$ cat config.mk
export PLATFORM = sky130hd
export DESIGN_NAME = neighbour_link_quality_tracker_unit
export DESIGN_NICKNAME = d
export VERILOG_FILES = /design/src/rtl/nlqt_pkg.sv /design/src/rtl/nlqt_cfg_regs.sv /design/src/rtl/nlqt_table.sv /design/src/rtl/nlqt_update.sv /design/src/rtl/neighbour_link_quality_tracker_unit.sv
export SDC_FILE = /design/constraint.sdc
export NUM_CORES = 1
export LEC_CHECK = 0
export BUFFER_PORTS_ARGS = -buffer_cell sky130_fd_sc_hd__buf_2
export CORE_MARGIN = 2
export CORE_UTILIZATION = 40
export DETAILED_ROUTE_END_ITERATION = 10
export PLACE_DENSITY = 0.52
export SKIP_LAST_GASP = 1
export SYNTH_ARGS = -nofsm -noshare
export SYNTH_HDL_FRONTEND = slang
export SYNTH_SLANG_ARGS = --single-unit
$ cat constraint.sdc
create_clock -name clk -period 8.48 [get_ports clk]
set_clock_uncertainty 0.05 [all_clocks]
set_input_delay 1.696 -clock clk [delete_from_list [all_inputs] [get_ports clk]]
set_output_delay 1.696 -clock clk [all_outputs]
set_load 0.05 [all_outputs]
$ cat src/rtl/nlqt_pkg.sv
// nlqt_pkg: shared types and constants of the neighbour link-quality tracker
// used by every module under rtl/, depends on nothing else
`default_nettype none

package nlqt_pkg;

    // default size of the neighbour table
    localparam int NEIGHBOURS_DEF = 64;

    // widths of the fixed fields
    localparam int MODE_W  = 2;
    localparam int NB_W    = 6;
    localparam int STATE_W = 2;
    localparam int COUNT_W = 8;
    localparam int CFG_IDX_W  = 3;
    localparam int CFG_DATA_W = 8;

    // saturation limit of the packet count
    localparam logic [COUNT_W-1:0] COUNT_MAX = '1;

    // register reset values
    localparam logic [7:0] NULL_TO_ACTIVE_RST      = 8'd5;
    localparam logic [7:0] NULL_TO_UNSTABLE_RST    = 8'd1;
    localparam logic [7:0] ACTIVE_KEEP_RST         = 8'd4;
    localparam logic [7:0] UNSTABLE_TO_ACTIVE_RST  = 8'd4;
    localparam logic [7:0] EXPIRED_TO_ACTIVE_RST   = 8'd5;
    localparam logic [7:0] EXPIRED_TO_UNSTABLE_RST = 8'd1;
    localparam logic [7:0] EXPIRE_LEVEL_RST        = 8'd0;

    // link quality, ordered from worst to best
    typedef enum logic [STATE_W-1:0] {
        ST_NULL     = 2'd0,
        ST_EXPIRED  = 2'd1,
        ST_UNSTABLE = 2'd2,
        ST_ACTIVE   = 2'd3
    } link_state_t;

    typedef enum logic [MODE_W-1:0] {
        MODE_UP    = 2'd0,
        MODE_DOWN  = 2'd1,
        MODE_MSG   = 2'd2,
        MODE_TIMER = 2'd3
    } mode_t;

    typedef enum logic [CFG_IDX_W-1:0] {
        REG_NULL_TO_ACTIVE      = 3'd0,
        REG_NULL_TO_UNSTABLE    = 3'd1,
        REG_ACTIVE_KEEP         = 3'd2,
        REG_UNSTABLE_TO_ACTIVE  = 3'd3,
        REG_EXPIRED_TO_ACTIVE   = 3'd4,
        REG_EXPIRED_TO_UNSTABLE = 3'd5,
        REG_EXPIRE_LEVEL        = 3'd6
    } cfg_idx_t;

    // table initialization sequencer
    typedef enum logic {
        INIT_CLEAR = 1'b0,
        INIT_RUN   = 1'b1
    } init_state_t;

    typedef struct packed {
        logic [7:0] null_to_active_min;
        logic [7:0] null_to_unstable_min;
        logic [7:0] active_keep_min;
        logic [7:0] unstable_to_active_min;
        logic [7:0] expired_to_active_min;
        logic [7:0] expired_to_unstable_min;
        logic [7:0] expire_level;
    } cfg_t;

    // one table entry; all zero is the cleared entry
    typedef struct packed {
        link_state_t         link;
        link_state_t         earlier;
        logic [COUNT_W-1:0]  count;
    } entry_t;

    typedef struct packed {
        logic                changed;
        link_state_t         link;
        link_state_t         earlier;
        logic [COUNT_W-1:0]  count;
    } res_t;

endpackage

`default_nettype wire

$ cat src/rtl/nlqt_cfg_regs.sv
// nlqt_cfg_regs: threshold register file of the link-quality tracker
// depends on nlqt_pkg
`default_nettype none

module nlqt_cfg_regs (
    input  wire logic                                clk,
    input  wire logic                                rst_n,
    input  wire logic                                wr_en,
    input  wire logic [nlqt_pkg::CFG_IDX_W-1:0]      wr_index,
    input  wire logic [nlqt_pkg::CFG_DATA_W-1:0]     wr_data,
    output nlqt_pkg::cfg_t                           cfg
);

    nlqt_pkg::cfg_t cfg_reg;
    nlqt_pkg::cfg_t cfg_next;

    // decode the write, unknown indexes leave everything alone
    always_comb
    begin
        cfg_next = cfg_reg;
        if (wr_en)
        begin
            unique case (nlqt_pkg::cfg_idx_t'(wr_index))
                nlqt_pkg::REG_NULL_TO_ACTIVE:      cfg_next.null_to_active_min      = wr_data;
                nlqt_pkg::REG_NULL_TO_UNSTABLE:    cfg_next.null_to_unstable_min    = wr_data;
                nlqt_pkg::REG_ACTIVE_KEEP:         cfg_next.active_keep_min         = wr_data;
                nlqt_pkg::REG_UNSTABLE_TO_ACTIVE:  cfg_next.unstable_to_active_min  = wr_data;
                nlqt_pkg::REG_EXPIRED_TO_ACTIVE:   cfg_next.expired_to_active_min   = wr_data;
                nlqt_pkg::REG_EXPIRED_TO_UNSTABLE: cfg_next.expired_to_unstable_min = wr_data;
                nlqt_pkg::REG_EXPIRE_LEVEL:        cfg_next.expire_level            = wr_data;
                default:                           cfg_next = cfg_reg;
            endcase
        end
    end

    always_ff @(posedge clk or negedge rst_n)
    begin
        if (!rst_n)
        begin
            cfg_reg.null_to_active_min      <= nlqt_pkg::NULL_TO_ACTIVE_RST;
            cfg_reg.null_to_unstable_min    <= nlqt_pkg::NULL_TO_UNSTABLE_RST;
            cfg_reg.active_keep_min         <= nlqt_pkg::ACTIVE_KEEP_RST;
            cfg_reg.unstable_to_active_min  <= nlqt_pkg::UNSTABLE_TO_ACTIVE_RST;
            cfg_reg.expired_to_active_min   <= nlqt_pkg::EXPIRED_TO_ACTIVE_RST;
            cfg_reg.expired_to_unstable_min <= nlqt_pkg::EXPIRED_TO_UNSTABLE_RST;
            cfg_reg.expire_level            <= nlqt_pkg::EXPIRE_LEVEL_RST;
        end
        else
        begin
            cfg_reg <= cfg_next;
        end
    end

    assign cfg = cfg_reg;

endmodule

`default_nettype wire

$ cat src/rtl/nlqt_table.sv
// nlqt_table: per-neighbour entry memory with a clearing pass after reset
// one registered read port, one write port; depends on nlqt_pkg
`default_nettype none

module nlqt_table #(
    parameter int NEIGHBOURS = nlqt_pkg::NEIGHBOURS_DEF,
    parameter int AW         = $clog2(NEIGHBOURS)
) (
    input  wire logic             clk,
    input  wire logic             rst_n,
    input  wire logic             rd_en,
    input  wire logic [AW-1:0]    rd_addr,
    output nlqt_pkg::entry_t      rd_data,
    input  wire logic             wr_en,
    input  wire logic [AW-1:0]    wr_addr,
    input  wire nlqt_pkg::entry_t wr_data,
    output logic                  ready
);

    localparam logic [AW-1:0] LAST_ADDR = AW'(NEIGHBOURS - 1);

    nlqt_pkg::entry_t mem [NEIGHBOURS];
    nlqt_pkg::entry_t rd_data_reg;

    nlqt_pkg::init_state_t state_reg;
    nlqt_pkg::init_state_t state_next;
    logic [AW-1:0]         clr_addr_reg;
    logic [AW-1:0]         clr_addr_next;
    logic                  clr_active;

    // next state of the clearing sequencer
    always_comb
    begin
        state_next = state_reg;
        unique case (state_reg)
            nlqt_pkg::INIT_CLEAR:
            begin
                if (clr_addr_reg == LAST_ADDR)
                    state_next = nlqt_pkg::INIT_RUN;
            end
            nlqt_pkg::INIT_RUN:
            begin
                state_next = nlqt_pkg::INIT_RUN;
            end
        endcase
    end

    // sequencer outputs
    always_comb
    begin
        clr_active = (state_reg == nlqt_pkg::INIT_CLEAR);
        ready      = (state_reg == nlqt_pkg::INIT_RUN);
    end

    // clear address walks the table once
    always_comb
    begin
        clr_addr_next = clr_addr_reg;
        if (clr_active)
            clr_addr_next = clr_addr_reg + 1'b1;
    end

    always_ff @(posedge clk or negedge rst_n)
    begin
        if (!rst_n)
        begin
            state_reg    <= nlqt_pkg::INIT_CLEAR;
            clr_addr_reg <= '0;
        end
        else
        begin
            state_reg    <= state_next;
            clr_addr_reg <= clr_addr_next;
        end
    end

    // memory array, read-before-write on the same address
    always_ff @(posedge clk)
    begin
        if (clr_active)
            mem[clr_addr_reg] <= '0;
        else if (wr_en)
            mem[wr_addr] <= wr_data;
        if (rd_en)
            rd_data_reg <= mem[rd_addr];
    end

    assign rd_data = rd_data_reg;

endmodule

`default_nettype wire

$ cat src/rtl/nlqt_update.sv
// nlqt_update: entry update for one request, count moves and state evaluation
// combinational only; depends on nlqt_pkg
`default_nettype none

module nlqt_update (
    input  wire nlqt_pkg::entry_t  cur,
    input  wire nlqt_pkg::mode_t   mode,
    input  wire nlqt_pkg::cfg_t    cfg,
    output nlqt_pkg::entry_t       nxt,
    output nlqt_pkg::res_t         res
);

    // threshold evaluation of one state
    function automatic nlqt_pkg::link_state_t eval_link(
        input nlqt_pkg::link_state_t s,
        input logic [7:0]            c,
        input nlqt_pkg::cfg_t        g
    );
        nlqt_pkg::link_state_t r;
        begin
            r = s;
            unique case (s)
                nlqt_pkg::ST_NULL:
                begin
                    if (c >= g.null_to_active_min)        r = nlqt_pkg::ST_ACTIVE;
                    else if (c >= g.null_to_unstable_min) r = nlqt_pkg::ST_UNSTABLE;
                    else                                  r = nlqt_pkg::ST_NULL;
                end
                nlqt_pkg::ST_ACTIVE:
                begin
                    if (c <= g.expire_level)         r = nlqt_pkg::ST_EXPIRED;
                    else if (c < g.active_keep_min)  r = nlqt_pkg::ST_UNSTABLE;
                    else                             r = nlqt_pkg::ST_ACTIVE;
                end
                nlqt_pkg::ST_UNSTABLE:
                begin
                    if (c >= g.unstable_to_active_min) r = nlqt_pkg::ST_ACTIVE;
                    else if (c <= g.expire_level)      r = nlqt_pkg::ST_EXPIRED;
                    else                               r = nlqt_pkg::ST_UNSTABLE;
                end
                nlqt_pkg::ST_EXPIRED:
                begin
                    if (c >= g.expired_to_active_min)        r = nlqt_pkg::ST_ACTIVE;
                    else if (c >= g.expired_to_unstable_min) r = nlqt_pkg::ST_UNSTABLE;
                    else                                     r = nlqt_pkg::ST_NULL;
                end
            endcase
            return r;
        end
    endfunction

    nlqt_pkg::link_state_t cand;
    logic                  move_ok;

    assign cand = eval_link(cur.link, cur.count, cfg);

    // a message never takes the state down
    assign move_ok = (cand != cur.link) &&
                     !((mode == nlqt_pkg::MODE_MSG) && (cand < cur.link));

    always_comb
    begin
        nxt         = cur;
        res.changed = 1'b0;
        unique case (mode)
            nlqt_pkg::MODE_UP:
            begin
                if (cur.count != nlqt_pkg::COUNT_MAX)
                    nxt.count = cur.count + 1'b1;
            end
            nlqt_pkg::MODE_DOWN:
            begin
                if (cur.count != '0)
                    nxt.count = cur.count - 1'b1;
            end
            nlqt_pkg::MODE_MSG,
            nlqt_pkg::MODE_TIMER:
            begin
                if (move_ok)
                begin
                    nxt.link    = cand;
                    nxt.earlier = cur.link;
                    res.changed = 1'b1;
                end
                if (mode == nlqt_pkg::MODE_TIMER)
                    nxt.count = '0;
            end
        endcase
        res.link    = nxt.link;
        res.earlier = nxt.earlier;
        // reported count is taken before the timer clears it
        res.count   = (mode == nlqt_pkg::MODE_TIMER) ? cur.count : nxt.count;
    end

endmodule

`default_nettype wire

$ cat src/rtl/neighbour_link_quality_tracker_unit.sv
// Neighbour link-quality tracker: per-neighbour state, earlier state and packet count.
// Path: the request stage with its memory read, then the result register.
// Throughput: one request per cycle while in_stall is low; the entry read-modify-write is a
// memory read, then an update and write, with write forwarding between requests.
// Reset: thresholds take their defaults, then a clearing pass zeroes the whole table
// with in_stall high. Depends on nlqt_pkg, nlqt_cfg_regs, nlqt_table and nlqt_update.
`default_nettype none

module neighbour_link_quality_tracker_unit #(
    parameter int NEIGHBOURS = nlqt_pkg::NEIGHBOURS_DEF
) (
    input  wire logic                              clk,
    input  wire logic                              rst_n,
    // request channel
    input  wire logic                              in_valid,
    output logic                                   in_stall,
    input  wire logic [nlqt_pkg::MODE_W-1:0]       mode,
    input  wire logic [nlqt_pkg::NB_W-1:0]         neighbour,
    // result channel
    output logic                                   out_valid,
    input  wire logic                              out_stall,
    output logic                                   changed,
    output logic [nlqt_pkg::STATE_W-1:0]           link_state,
    output logic [nlqt_pkg::STATE_W-1:0]           earlier_state,
    output logic [nlqt_pkg::COUNT_W-1:0]           packet_count,
    // register write channel
    input  wire logic                              cfg_valid,
    output logic                                   cfg_ready,
    input  wire logic [nlqt_pkg::CFG_IDX_W-1:0]    cfg_index,
    input  wire logic [nlqt_pkg::CFG_DATA_W-1:0]   cfg_data
);

    localparam int AW = $clog2(NEIGHBOURS);
    localparam int XW = (AW > nlqt_pkg::NB_W) ? AW : nlqt_pkg::NB_W;

    nlqt_pkg::cfg_t    cfg;
    nlqt_pkg::entry_t  rd_data;
    nlqt_pkg::entry_t  cur;
    nlqt_pkg::entry_t  nxt;
    nlqt_pkg::res_t    res;
    logic              tbl_ready;

    logic              accept_in;
    logic              s1_adv;
    logic              wr_en;
    logic [XW-1:0]     nb_ext;
    logic [AW-1:0]     in_addr;
    logic              in_hit;

    // request stage: address and mode waiting for the memory read
    logic                   s1_valid_reg;
    logic [AW-1:0]          s1_addr_reg;
    nlqt_pkg::mode_t        s1_mode_reg;
    logic                   s1_hit_reg;

    // last written entry, covers a read racing the write of the same address
    logic                   fwd_valid_reg;
    logic [AW-1:0]          fwd_addr_reg;
    nlqt_pkg::entry_t       fwd_entry_reg;

    // result register
    logic                   out_valid_reg;
    nlqt_pkg::res_t         out_res_reg;

    assign cfg_ready = 1'b1;

    nlqt_cfg_regs u_cfg_regs (
        .clk      (clk),
        .rst_n    (rst_n),
        .wr_en    (cfg_valid && cfg_ready),
        .wr_index (cfg_index),
        .wr_data  (cfg_data),
        .cfg      (cfg)
    );

    // address decode and range check
    assign nb_ext  = XW'(neighbour);
    assign in_addr = nb_ext[AW-1:0];
    assign in_hit  = (32'(neighbour) < NEIGHBOURS);

    // handshake control
    assign s1_adv    = s1_valid_reg && (!out_valid_reg || !out_stall);
    assign in_stall  = !tbl_ready || (s1_valid_reg && out_valid_reg && out_stall);
    assign accept_in = in_valid && !in_stall;
    assign wr_en     = s1_adv && s1_hit_reg;

    nlqt_table #(
        .NEIGHBOURS (NEIGHBOURS),
        .AW         (AW)
    ) u_table (
        .clk     (clk),
        .rst_n   (rst_n),
        .rd_en   (accept_in),
        .rd_addr (in_addr),
        .rd_data (rd_data),
        .wr_en   (wr_en),
        .wr_addr (s1_addr_reg),
        .wr_data (nxt),
        .ready   (tbl_ready)
    );

    // pick the freshest copy of the entry
    assign cur = (fwd_valid_reg && (fwd_addr_reg == s1_addr_reg)) ? fwd_entry_reg : rd_data;

    nlqt_update u_update (
        .cur  (cur),
        .mode (s1_mode_reg),
        .cfg  (cfg),
        .nxt  (nxt),
        .res  (res)
    );

    // control registers
    always_ff @(posedge clk or negedge rst_n)
    begin
        if (!rst_n)
        begin
            s1_valid_reg  <= 1'b0;
            fwd_valid_reg <= 1'b0;
            out_valid_reg <= 1'b0;
        end
        else
        begin
            if (accept_in)
                s1_valid_reg <= 1'b1;
            else if (s1_adv)
                s1_valid_reg <= 1'b0;

            if (wr_en)
                fwd_valid_reg <= 1'b1;

            if (s1_adv)
                out_valid_reg <= 1'b1;
            else if (!out_stall)
                out_valid_reg <= 1'b0;
        end
    end

    // payload registers
    always_ff @(posedge clk)
    begin
        if (accept_in)
        begin
            s1_addr_reg <= in_addr;
            s1_mode_reg <= nlqt_pkg::mode_t'(mode);
            s1_hit_reg  <= in_hit;
        end
        if (wr_en)
        begin
            fwd_addr_reg  <= s1_addr_reg;
            fwd_entry_reg <= nxt;
        end
        // out-of-range neighbours report all zero
        if (s1_adv)
            out_res_reg <= s1_hit_reg ? res : '0;
    end

    assign out_valid     = out_valid_reg;
    assign changed       = out_res_reg.changed;
    assign link_state    = out_res_reg.link;
    assign earlier_state = out_res_reg.earlier;
    assign packet_count  = out_res_reg.count;

endmodule

`default_nettype wire

==> impl_metrics.yaml, run 1 <==
outcome:
  status: "finished, final reports clean"
hold_path:
  min_delay_path_depth: 1
  hold_start: "fwd_valid_reg"
  worstHoldEndpoint: "fwd_valid_reg"
  hold_path.class: "flip-flop to flip-flop"
pwr:
  total_power_uw: 9181
  power.static_leakage_uw: 0.01125
  peakVddDrop_uv: 151.6
  power_density_nw_per_um2: 224.4
sta:
  rsz0062_at_grt: "no"
  max_freq_ghz: 0.1401
  worstMarginPinSlew_ps: 1176
  setup_viol: 0
  maxSlewViolCount: 0
  tns_ps: 0
  holdWs_ps: 444.9
  period_share: 0.8415
  max_slew_margin: 0.2162
  min_period_ps: 7136
  hold_violations: 0
finish:
  fin_nets: 1994
  multi_input_area_um2: 9477
  syn2layout_area_growth_pct: 13.75
  largest_register_ffs: 768
  final_util: 0.4608
  drive_gt1_frac: 0.2900
  fin_area_um2: 40910
  regArea_um2: 26140
  fillers: 7429
global_route:
  antenna_found_initial: 4
  grt_use_total: 0.1947
  grt_pass1_wl_um: 130500
  first_global_vias: 18470
  grt_overflow_total: 0
  grt_start_max_net_pins: 85
clocking:
  cts_max_level: 3
  clk_root_buffer_cell: "clkbuf_16"
  clock_path_buffers: 3
  insertion_delay_ps: 670
  path_clk_slew_ps: 60
  post-cts-setup-buffers: 0
  postCtsHoldBufs: 0
  cts_tree: "done"
  cts_buffers: 96
  cts_resized: 0
  cts_sinks: 881
floorplanning:
  rows: 109
  initial_core_util: 0.4051
  die_x_um: 303.9
  num_io_pins: 40
  die_h_um: 303.9
  die_area_um2: 92320
  coreArea_um2: 88780
logic_synthesis:
  async_flop_share: 0.07491
  synth_area_leaders: "edfxtp_1, mux4_2, dfrtp_1"
  syn_inst: 1811
  synth_cell_types: 64
  seq_area_frac_synth: 0.7267
  synth_flop_cell: "edfxtp_1"
  syn_nets: 1896
  ys_ff_latch: 881
  synth_top_area_cell: "edfxtp_1"
  synth_top_area_frac: 0.6805
  synth.cell_area_um2: 35960
  synth_edf_count: 815
  synth_warnings: 0
  syn_area_per_cell_um2: 19.86
placement:
  portBuffers: 38
  placed_area_um2: 37850
  hpwl_um: 52230
  gp_congestion: 0.8475
drt:
  wl_per_cell_um: 28.16
  totalWireLength_um: 88680
  viasPerCell: 5.648
  postRouteAntennaNets: 0
  dr_total_vias: 17790
  firstDrtPassIters: 5
  drt-initial-drc-count: 1674
  drc_errors: 0
setup_path:
  path_cells: "xor2_1 > or3_1 > nor2_8 > mux2i_2 > ha_1 > nand2b_1 > a211o_1 > o211ai_1 > a31oi_1 > o21ai_0 > nand2_1 > a2bb2oi_1 > ha_1 > nor2b_1 > o311ai_0 > clkinv_1 > o21ai_0 > and2_2"
  reg2reg_from: "s1_addr_reg[5]"
  critPathKind: "flip-flop to flip-flop"
  worst-path-max-fanout: 64
  critPathLaunchType: "flip-flop"
  worstReg2RegEnd: "u_table.mem[19][9]"
  reg2reg_slack_ps: 1340
  slowest_delay_ps: 920
  crit_family: "simple AND/OR/NAND/NOR gates"
  crit_slowest_cell: "and2_2"
  end_kind: "flip-flop"
  crit_required_ps: 8720
  rr_worst_depth: 18
  critPathArrivalTime_ps: 7370
  crit_buf_inv: 1
job:
  drv_cap: 0
-- layout by cell type (no fill, tap or decap), types with 16 or more instances in the layout --
cell         n
buf_4       40
nand2_1     90
clkinv_1    23
a21oi_1     17
clkbuf_1    16
mux2_2      32
nor2_1      36
mux4_2     252
clkinv_2    18
clkbuf_16   97
nand3_1     16
ha_1        61
buf_2       35
o21ai_0     53
edfxtp_1   815
dfrtp_1     58
inv_1       61
nor2_2      48
-- synthesized netlist by cell type, drive strengths merged, types with 5 or more instances --
cell and number:
mux2i 15, nand3b 5, nor3 10, nor2b 5
inv 63, clkbuf 53, xnor2 15, edfxtp 815
dfstp 8, ha 61, nand2 90, a21oi 22
buf 26, o31ai 5, a31oi 7, nand3 16
o21ai 53, nand2b 15, and2 9, a21o 14
dfrtp 58, nor2 85, mux4 252, o21a 5
mux2 33, and3 7, nand4 6
-- per-stage QoR --
step / worst slack, ps / instances
2_1_floorplan: 1347 / 1811
5_1_grt: 717.1 / 3148
3_3_place_gp: 1631 / 2976
6_report: 1344 / 3149
4_1_cts: 1375 / 3148
3_5_place_dp: 1426 / 2976
-- worst max-delay path by stage --
stage | endpoint | slack, ps | startpoint | cells past startpoint
after floorplan | u_table.mem[0][3] | 1350 | s1_addr_reg[5] | 15
after global placement | u_table.mem[58][8] | 1630 | s1_addr_reg[5] | 18
after detailed placement | u_table.mem[60][8] | 1430 | s1_addr_reg[5] | 18
after CTS | u_table.mem[15][8] | 1380 | s1_addr_reg[5] | 18
after global routing | u_table.mem[20][8] | 720 | s1_addr_reg[5] | 18
final | u_table.mem[19][9] | 1340 | s1_addr_reg[5] | 18
-- area by class of cell --
class | instances | share of cell area
well taps | 1165 | 0.03563
clock inverters | 58 | 0.01349
repair buffers | 79 | 0.01330
diodes | 1 | 0.00006117
flip-flops and latches | 881 | 0.6389
inverters | 64 | 0.005872
clock buffers | 114 | 0.06114
multi-input cells | 787 | 0.2316
-- power breakdown --
group          switching (µW)  total (µW)  internal [µW]
sequential               24.3        4770           4740
combinational             206         361            155
clock                    1720        4050           2330
total                    1950        9180           7230
-- kinds of logic after synthesis --
logic type	after synthesis	share of synthesized area
AO/OA/AOI/OAI	140	0.02470
multiplexers	300	0.1726
flip-flops	881	0.7267
AND/OR/NAND/NOR	267	0.03451
adder cells (fa/ha/maj)	61	0.02122
buffers and inverters	143	0.01576
other	1	0.0001043
XOR/XNOR	18	0.004384
-- routing by layer --
| layer | vias up | GRT usage | wire length, µm |
|---|---|---|---|
| met5 | - | 0 | 23 |
| met4 | 4 | 0.05068 | 1585 |
| li1 | 7586 | - | - |
| met3 | 99 | 0.02904 | 4320 |
| met2 | 489 | 0.3176 | 43050 |
| met1 | 9608 | 0.2757 | 39700 |
-- worst register-to-register path: stages, from the launching register on --
cell       delay (ps)
edfxtp_1          470
xor2_1            210
or3_1             530
nor2_8            440
mux2i_2           900
ha_1              380
nand2b_1          140
a211o_1           310
o211ai_1          120
a31oi_1           160
o21ai_0           230
nand2_1            80
a2bb2oi_1         400
ha_1              220
nor2b_1            40
o311ai_0          410
clkinv_1          400
o21ai_0           290
and2_2            920
Note: power is estimated with default switching activity, not from simulation.
==> run 2, diff against run 1 <==
--- a/config.mk
+++ b/config.mk
@@ -9,7 +9,7 @@
 export CORE_MARGIN = 2
 export CORE_UTILIZATION = 40
 export DETAILED_ROUTE_END_ITERATION = 10
-export PLACE_DENSITY = 0.52
+export PLACE_DENSITY = 0.54
 export SKIP_LAST_GASP = 1
 export SYNTH_ARGS = -nofsm -noshare
 export SYNTH_HDL_FRONTEND = slang
==> constraint.sdc (replaced) <==
create_clock -name clk -period 6.4 [get_ports clk]
set_clock_uncertainty 0.05 [all_clocks]
set_input_delay 1.28 -clock clk [delete_from_list [all_inputs] [get_ports clk]]
set_output_delay 1.28 -clock clk [all_outputs]
set_load 0.05 [all_outputs]
==> run 2 against run 1 <==
Maximum frequency is 18% higher; non-clock buffer count grew 38; global-route usage decreased by 0.40 points.
==> impl_metrics.yaml, run 2 (same netlist as run 1, synthesis figures left out) <==
global_route:
  use_met2: 0.3176
  grt_pass1_wl_um: 127800
  gr-usage-met3: 0.03677
  met1_usage: 0.2561
  grt_overflow_total: 0
  first_global_vias: 18440
  antenna_found_initial: 9
  grt_use_total: 0.1907
  busiest_layer: "met2"
  grt_start_max_net_pins: 82
job:
  drv_cap: 0
placement:
  hpwl_um: 53000
  portBuffers: 38
  placed_area_um2: 38160
  pre_cts_ws_ps: 48.11
  gp_congestion: 0.8981
clocking:
  cts_tree: "done"
  clk_root_buffer_cell: "clkbuf_16"
  postCtsHoldBufs: 0
  clock_path_buffers: 3
  cts_buffers: 94
  cts_sinks: 881
  path_clk_slew_ps: 60
  insertion_delay_ps: 670
  cts_max_level: 3
pwr:
  power.static_leakage_uw: 0.01140
  peakVddDrop_uv: 210.4
  power_density_nw_per_um2: 289.4
outcome:
  status: "finished, final reports clean"
setup_path:
  worst-path-max-fanout: 64
  critPathLaunchType: "flip-flop"
  worstReg2RegEnd: "u_table.mem[5][8]"
  reg2reg_slack_ps: 360
  crit_required_ps: 6710
  end_kind: "flip-flop"
  critPathArrivalTime_ps: 6350
  reg2reg_from: "s1_addr_reg[5]"
  critPathKind: "flip-flop to flip-flop"
  rr_worst_depth: 21
hold_path:
  hold_start: "fwd_valid_reg"
  worstHoldEndpoint: "fwd_valid_reg"
  hold_path.class: "flip-flop to flip-flop"
  min_delay_path_depth: 1
sta:
  worstMarginPinSlew_ps: 1101
  holdWs_ps: 440.2
  period_share: 0.9433
  rsz0062_at_grt: "yes"
  worst_slack_ps: 363.0
  max_slew_margin: 0.2662
  max_freq_ghz: 0.1656
  maxSlewViolCount: 0
  setup_viol: 0
  min_period_ps: 6037
  hold_violations: 0
floorplanning:
  die_x_um: 303.9
  die_area_um2: 92320
  die_h_um: 303.9
  coreArea_um2: 88780
  initial_core_util: 0.4051
  num_io_pins: 40
  rows: 109
drt:
  firstDrtPassIters: 7
  totalWireLength_um: 88090
  drc_errors: 0
  dr_total_vias: 17840
  drt-initial-drc-count: 1688
  viasPerCell: 5.593
  wl_per_cell_um: 27.62
  postRouteAntennaNets: 0
finish:
  fin_nets: 2032
  fin_area_um2: 41110
  largest_register_ffs: 768
  layout_common_cells: "edfxtp_1, mux4_2, clkbuf_16"
  syn2layout_area_growth_pct: 14.31
  drive_gt1_frac: 0.2950
  layout_commonest_cell: "edfxtp_1"
## run 2: per-layer routing
metal	share of wire	wire [µm]
met2	0.49	43260
met4	0.027	2413
met3	0.056	4914
met5	0.00065	57
met1	0.43	37450
## run 2: worst max-delay path, cell delays in order (launching register included)
cell and delay (ps):
edfxtp_1 480, xor2_1 210, or3_1 530, nor2_8 260, mux2i_1 370, inv_1 200, ha_1 240, a2111oi_0 420
buf_4 190, nand2b_1 50, a21oi_1 150, o31ai_1 110, nor4_1 280, nor3_1 100, ha_1 310, nor2b_1 130
o311ai_0 270, buf_4 180, clkinv_1 90, buf_4 200, o21ai_0 260, and2_4 580
## run 2: worst max-delay path by stage
stage | start | endpoint | slack (ps) | cells after the start
6_report | s1_addr_reg[5] | u_table.mem[5][8] | 360 | 21
5_1_grt | s1_addr_reg[5] | u_table.mem[5][8] | -30 | 21
4_1_cts | s1_addr_reg[5] | u_table.mem[26][8] | 0.4 | 21
3_5_place_dp | s1_addr_reg[5] | u_table.mem[46][8] | 50 | 21
3_3_place_gp | s1_addr_reg[5] | u_table.mem[62][9] | 340 | 20
2_1_floorplan | s1_addr_reg[5] | u_table.mem[0][8] | 280 | 20
## run 2: cell type report
type	count	area [µm²]
tap	1165	1458
antenna	1	2.502
fill	7466	47670
clock inverter	51	359.1
clock buffer	122	2530
inverter	64	240.2
timing repair buffer	117	917.1
sequential	881	26140
multi-input combinational	789	9468
## run 2: power by group
part	switching, µW	internal [µW]
Sequential	30.5	6280
Combinational	281	215
Clock	2210	2870
## run 2: what timing repair did
action | 4_1_cts | 5_1_grt
endpoints found under the setup margin | 0 | 192
gates resized for setup | 0 | 6
setup buffers | 0 | 3
## run 2: stage by stage
| step | utilization | total power (µW) | std cells | TNS [ps] |
|---|---|---|---|---|
| 2_1_floorplan | - | 6767 | 1811 | 0 |
| 3_5_place_dp | 0.4298 | 6935 | 3011 | 0 |
| 6_report | 0.4630 | 11900 | 3190 | 0 |
| 4_1_cts | 0.4624 | 12020 | 3184 | 0 |
| 5_1_grt | 0.4630 | 12290 | 3189 | -478.5 |
| 3_3_place_gp | 0.4298 | 6927 | 3011 | 0 |
==> run 3, diff against run 2 <==
--- a/config.mk
+++ b/config.mk
@@ -6,10 +6,12 @@
 export NUM_CORES = 1
 export LEC_CHECK = 0
 export BUFFER_PORTS_ARGS = -buffer_cell sky130_fd_sc_hd__buf_2
+export CELL_PAD_IN_SITES_DETAIL_PLACEMENT = 1
+export CELL_PAD_IN_SITES_GLOBAL_PLACEMENT = 2
 export CORE_MARGIN = 2
 export CORE_UTILIZATION = 40
 export DETAILED_ROUTE_END_ITERATION = 10
-export PLACE_DENSITY = 0.54
+export PLACE_DENSITY = 0.65
 export SKIP_LAST_GASP = 1
 export SYNTH_ARGS = -nofsm -noshare
 export SYNTH_HDL_FRONTEND = slang
==> run 3 against run 2 <==
Register-to-register slack better by 50 ps; die area is the same; sequential power is essentially flat; total power rose by 2.5%.
==> impl_metrics.yaml, run 3 (same netlist as run 1, synthesis figures left out) <==
finish:
  fillers: 8152
  fin_area_um2: 41270
  layout_common_cells: "edfxtp_1, mux4_2, clkbuf_16"
  layout_commonest_cell: "edfxtp_1"
  syn2layout_area_growth_pct: 14.74
  drive_gt1_frac: 0.2980
  fin_nets: 2031
  largest_register_ffs: 768
hold_path:
  hold_path.class: "flip-flop to flip-flop"
  hold_start: "u_table.clr_addr_reg[0]"
global_route:
  grt_pass1_wl_um: 134900
  grt_overflow_total: 0
  grt_start_max_net_pins: 79
  first_global_vias: 19130
  grt_use_total: 0.2000
  antenna_found_initial: 10
floorplanning:
  num_io_pins: 40
  die_x_um: 303.9
  rows: 109
  die_h_um: 303.9
  initial_core_util: 0.4051
  coreArea_um2: 88780
  die_area_um2: 92320
sta:
  period_share: 0.9352
  max_freq_ghz: 0.1671
  setup_viol: 0
  maxSlewViolCount: 0
  holdWs_ps: 458.1
  worst_slack_ps: 414.9
  hold_violations: 0
  rsz0062_at_grt: "no"
  worstMarginPinSlew_ps: 1169
  max_slew_margin: 0.2174
  min_period_ps: 5985
placement:
  hpwl_um: 55880
  gp_congestion: 0.8529
  pre_cts_ws_ps: -67.19
  portBuffers: 38
  placed_area_um2: 38170
setup_path:
  critPathArrivalTime_ps: 6260
  end_kind: "flip-flop"
  worst-path-max-fanout: 64
  reg2reg_slack_ps: 410
  startpoint: "s1_addr_reg[5]"
  crit_required_ps: 6680
  critPathLaunchType: "flip-flop"
  critPathKind: "flip-flop to flip-flop"
  reg2reg_from: "s1_addr_reg[5]"
pwr:
  peakVddDrop_uv: 232.4
  power_density_nw_per_um2: 295.6
  total_power_uw: 12200
  power.static_leakage_uw: 0.01147
clocking:
  cts_buffers: 95
  cts_sinks: 881
  postCtsHoldBufs: 0
  clk_root_buffer_cell: "clkbuf_16"
  clock_path_buffers: 3
  cts_max_level: 3
  path_clk_slew_ps: 60
  insertion_delay_ps: 680
  cts_tree: "done"
drt:
  viasPerCell: 5.586
  firstDrtPassIters: 5
  totalWireLength_um: 90620
  dr_total_vias: 17840
  drt-initial-drc-count: 1633
  postRouteAntennaNets: 0
  wl_per_cell_um: 28.38
  drc_errors: 0
outcome:
  status: "finished, final reports clean"
job:
  drv_cap: 0
[run 3: changes by cell type in the layout (fill, tap and decap cells not counted), moves of 2 or more]
cell and delta:
nor3b_2 +2, inv_16 +2, a2111oi_0 -2, bufinv_16 +4, nor3b_1 -2, buf_12 -2, a2111oi_1 +2, clkinv_2 +2
clkinv_16 +2
[run 3: metrics by stage]
step | util | std cells | TNS [ps]
finish | 0.4648 | 3193 | 0
CTS | 0.4645 | 3191 | 0
floorplan | - | 1811 | 0
global route | 0.4648 | 3192 | 0
global placement | 0.4300 | 3013 | 0
detailed placement | 0.4300 | 3013 | -4022
[run 3: final cells by class]
cell class	instances	area (µm²)	share of cell area
Inverter	64	240.2	0.005822
Multi-Input combinational cell	788	9479	0.2297
Timing Repair Buffer	116	884.6	0.02144
Antenna cell	1	2.502	0.00006064
Clock buffer	121	2515	0.06094
Sequential cell	881	26140	0.6333
Clock inverter	57	551.8	0.01337
Tap cell	1165	1458	0.03532
[run 3: what timing repair did]
action / CTS / global route
buffers inserted: 0 / 0
resized for setup: 1 / 6
endpoints found under the setup margin: 64 / 182
gates cloned: 0 / 1
pin swaps: 0 / 1
[run 3: routing by layer]
layer	vias up	wire, µm	global-route usage
li1	7652	-	-
met3	150	4801	0.03816
met4	8	2576	0.05935
met5	-	49	0
met1	9587	39000	0.2751
met2	440	44200	0.3256
[run 3: final timing paths]
path | to | cells after the start
min in group asynchronous | u_table.clr_addr_reg[3] | 2
hold reg to reg | u_table.clr_addr_reg[0] | 1
setup / recovery | u_table.mem[48][10] | 21
hold / removal | u_table.clr_addr_reg[0] | 1
setup reg to reg | u_table.mem[48][10] | 21
max in group asynchronous | u_cfg_regs.cfg[27] | 2
[run 3: power breakdown]
part,total (µW),switching (µW),internal [µW]
clock,5380,2330,3050
combinational,501,285,216
sequential,6320,31.5,6280
total,12200,2650,9550
[run 3: worst max-delay path: stages (launching register included)]
cell,delay (ps)
edfxtp_1,480
xor2_1,210
or3_1,530
nor2_8,300
buf_4,240
mux2i_4,390
ha_1,290
nand2b_1,140
a21o_1,170
a21o_1,170
a21oi_1,160
o31ai_1,110
nor4_1,290
nor3_1,120
ha_1,320
nor2b_1,130
o311ai_0,400
clkinv_1,210
buf_4,210
o21ai_0,310
a21oi_4,40
buf_4,290
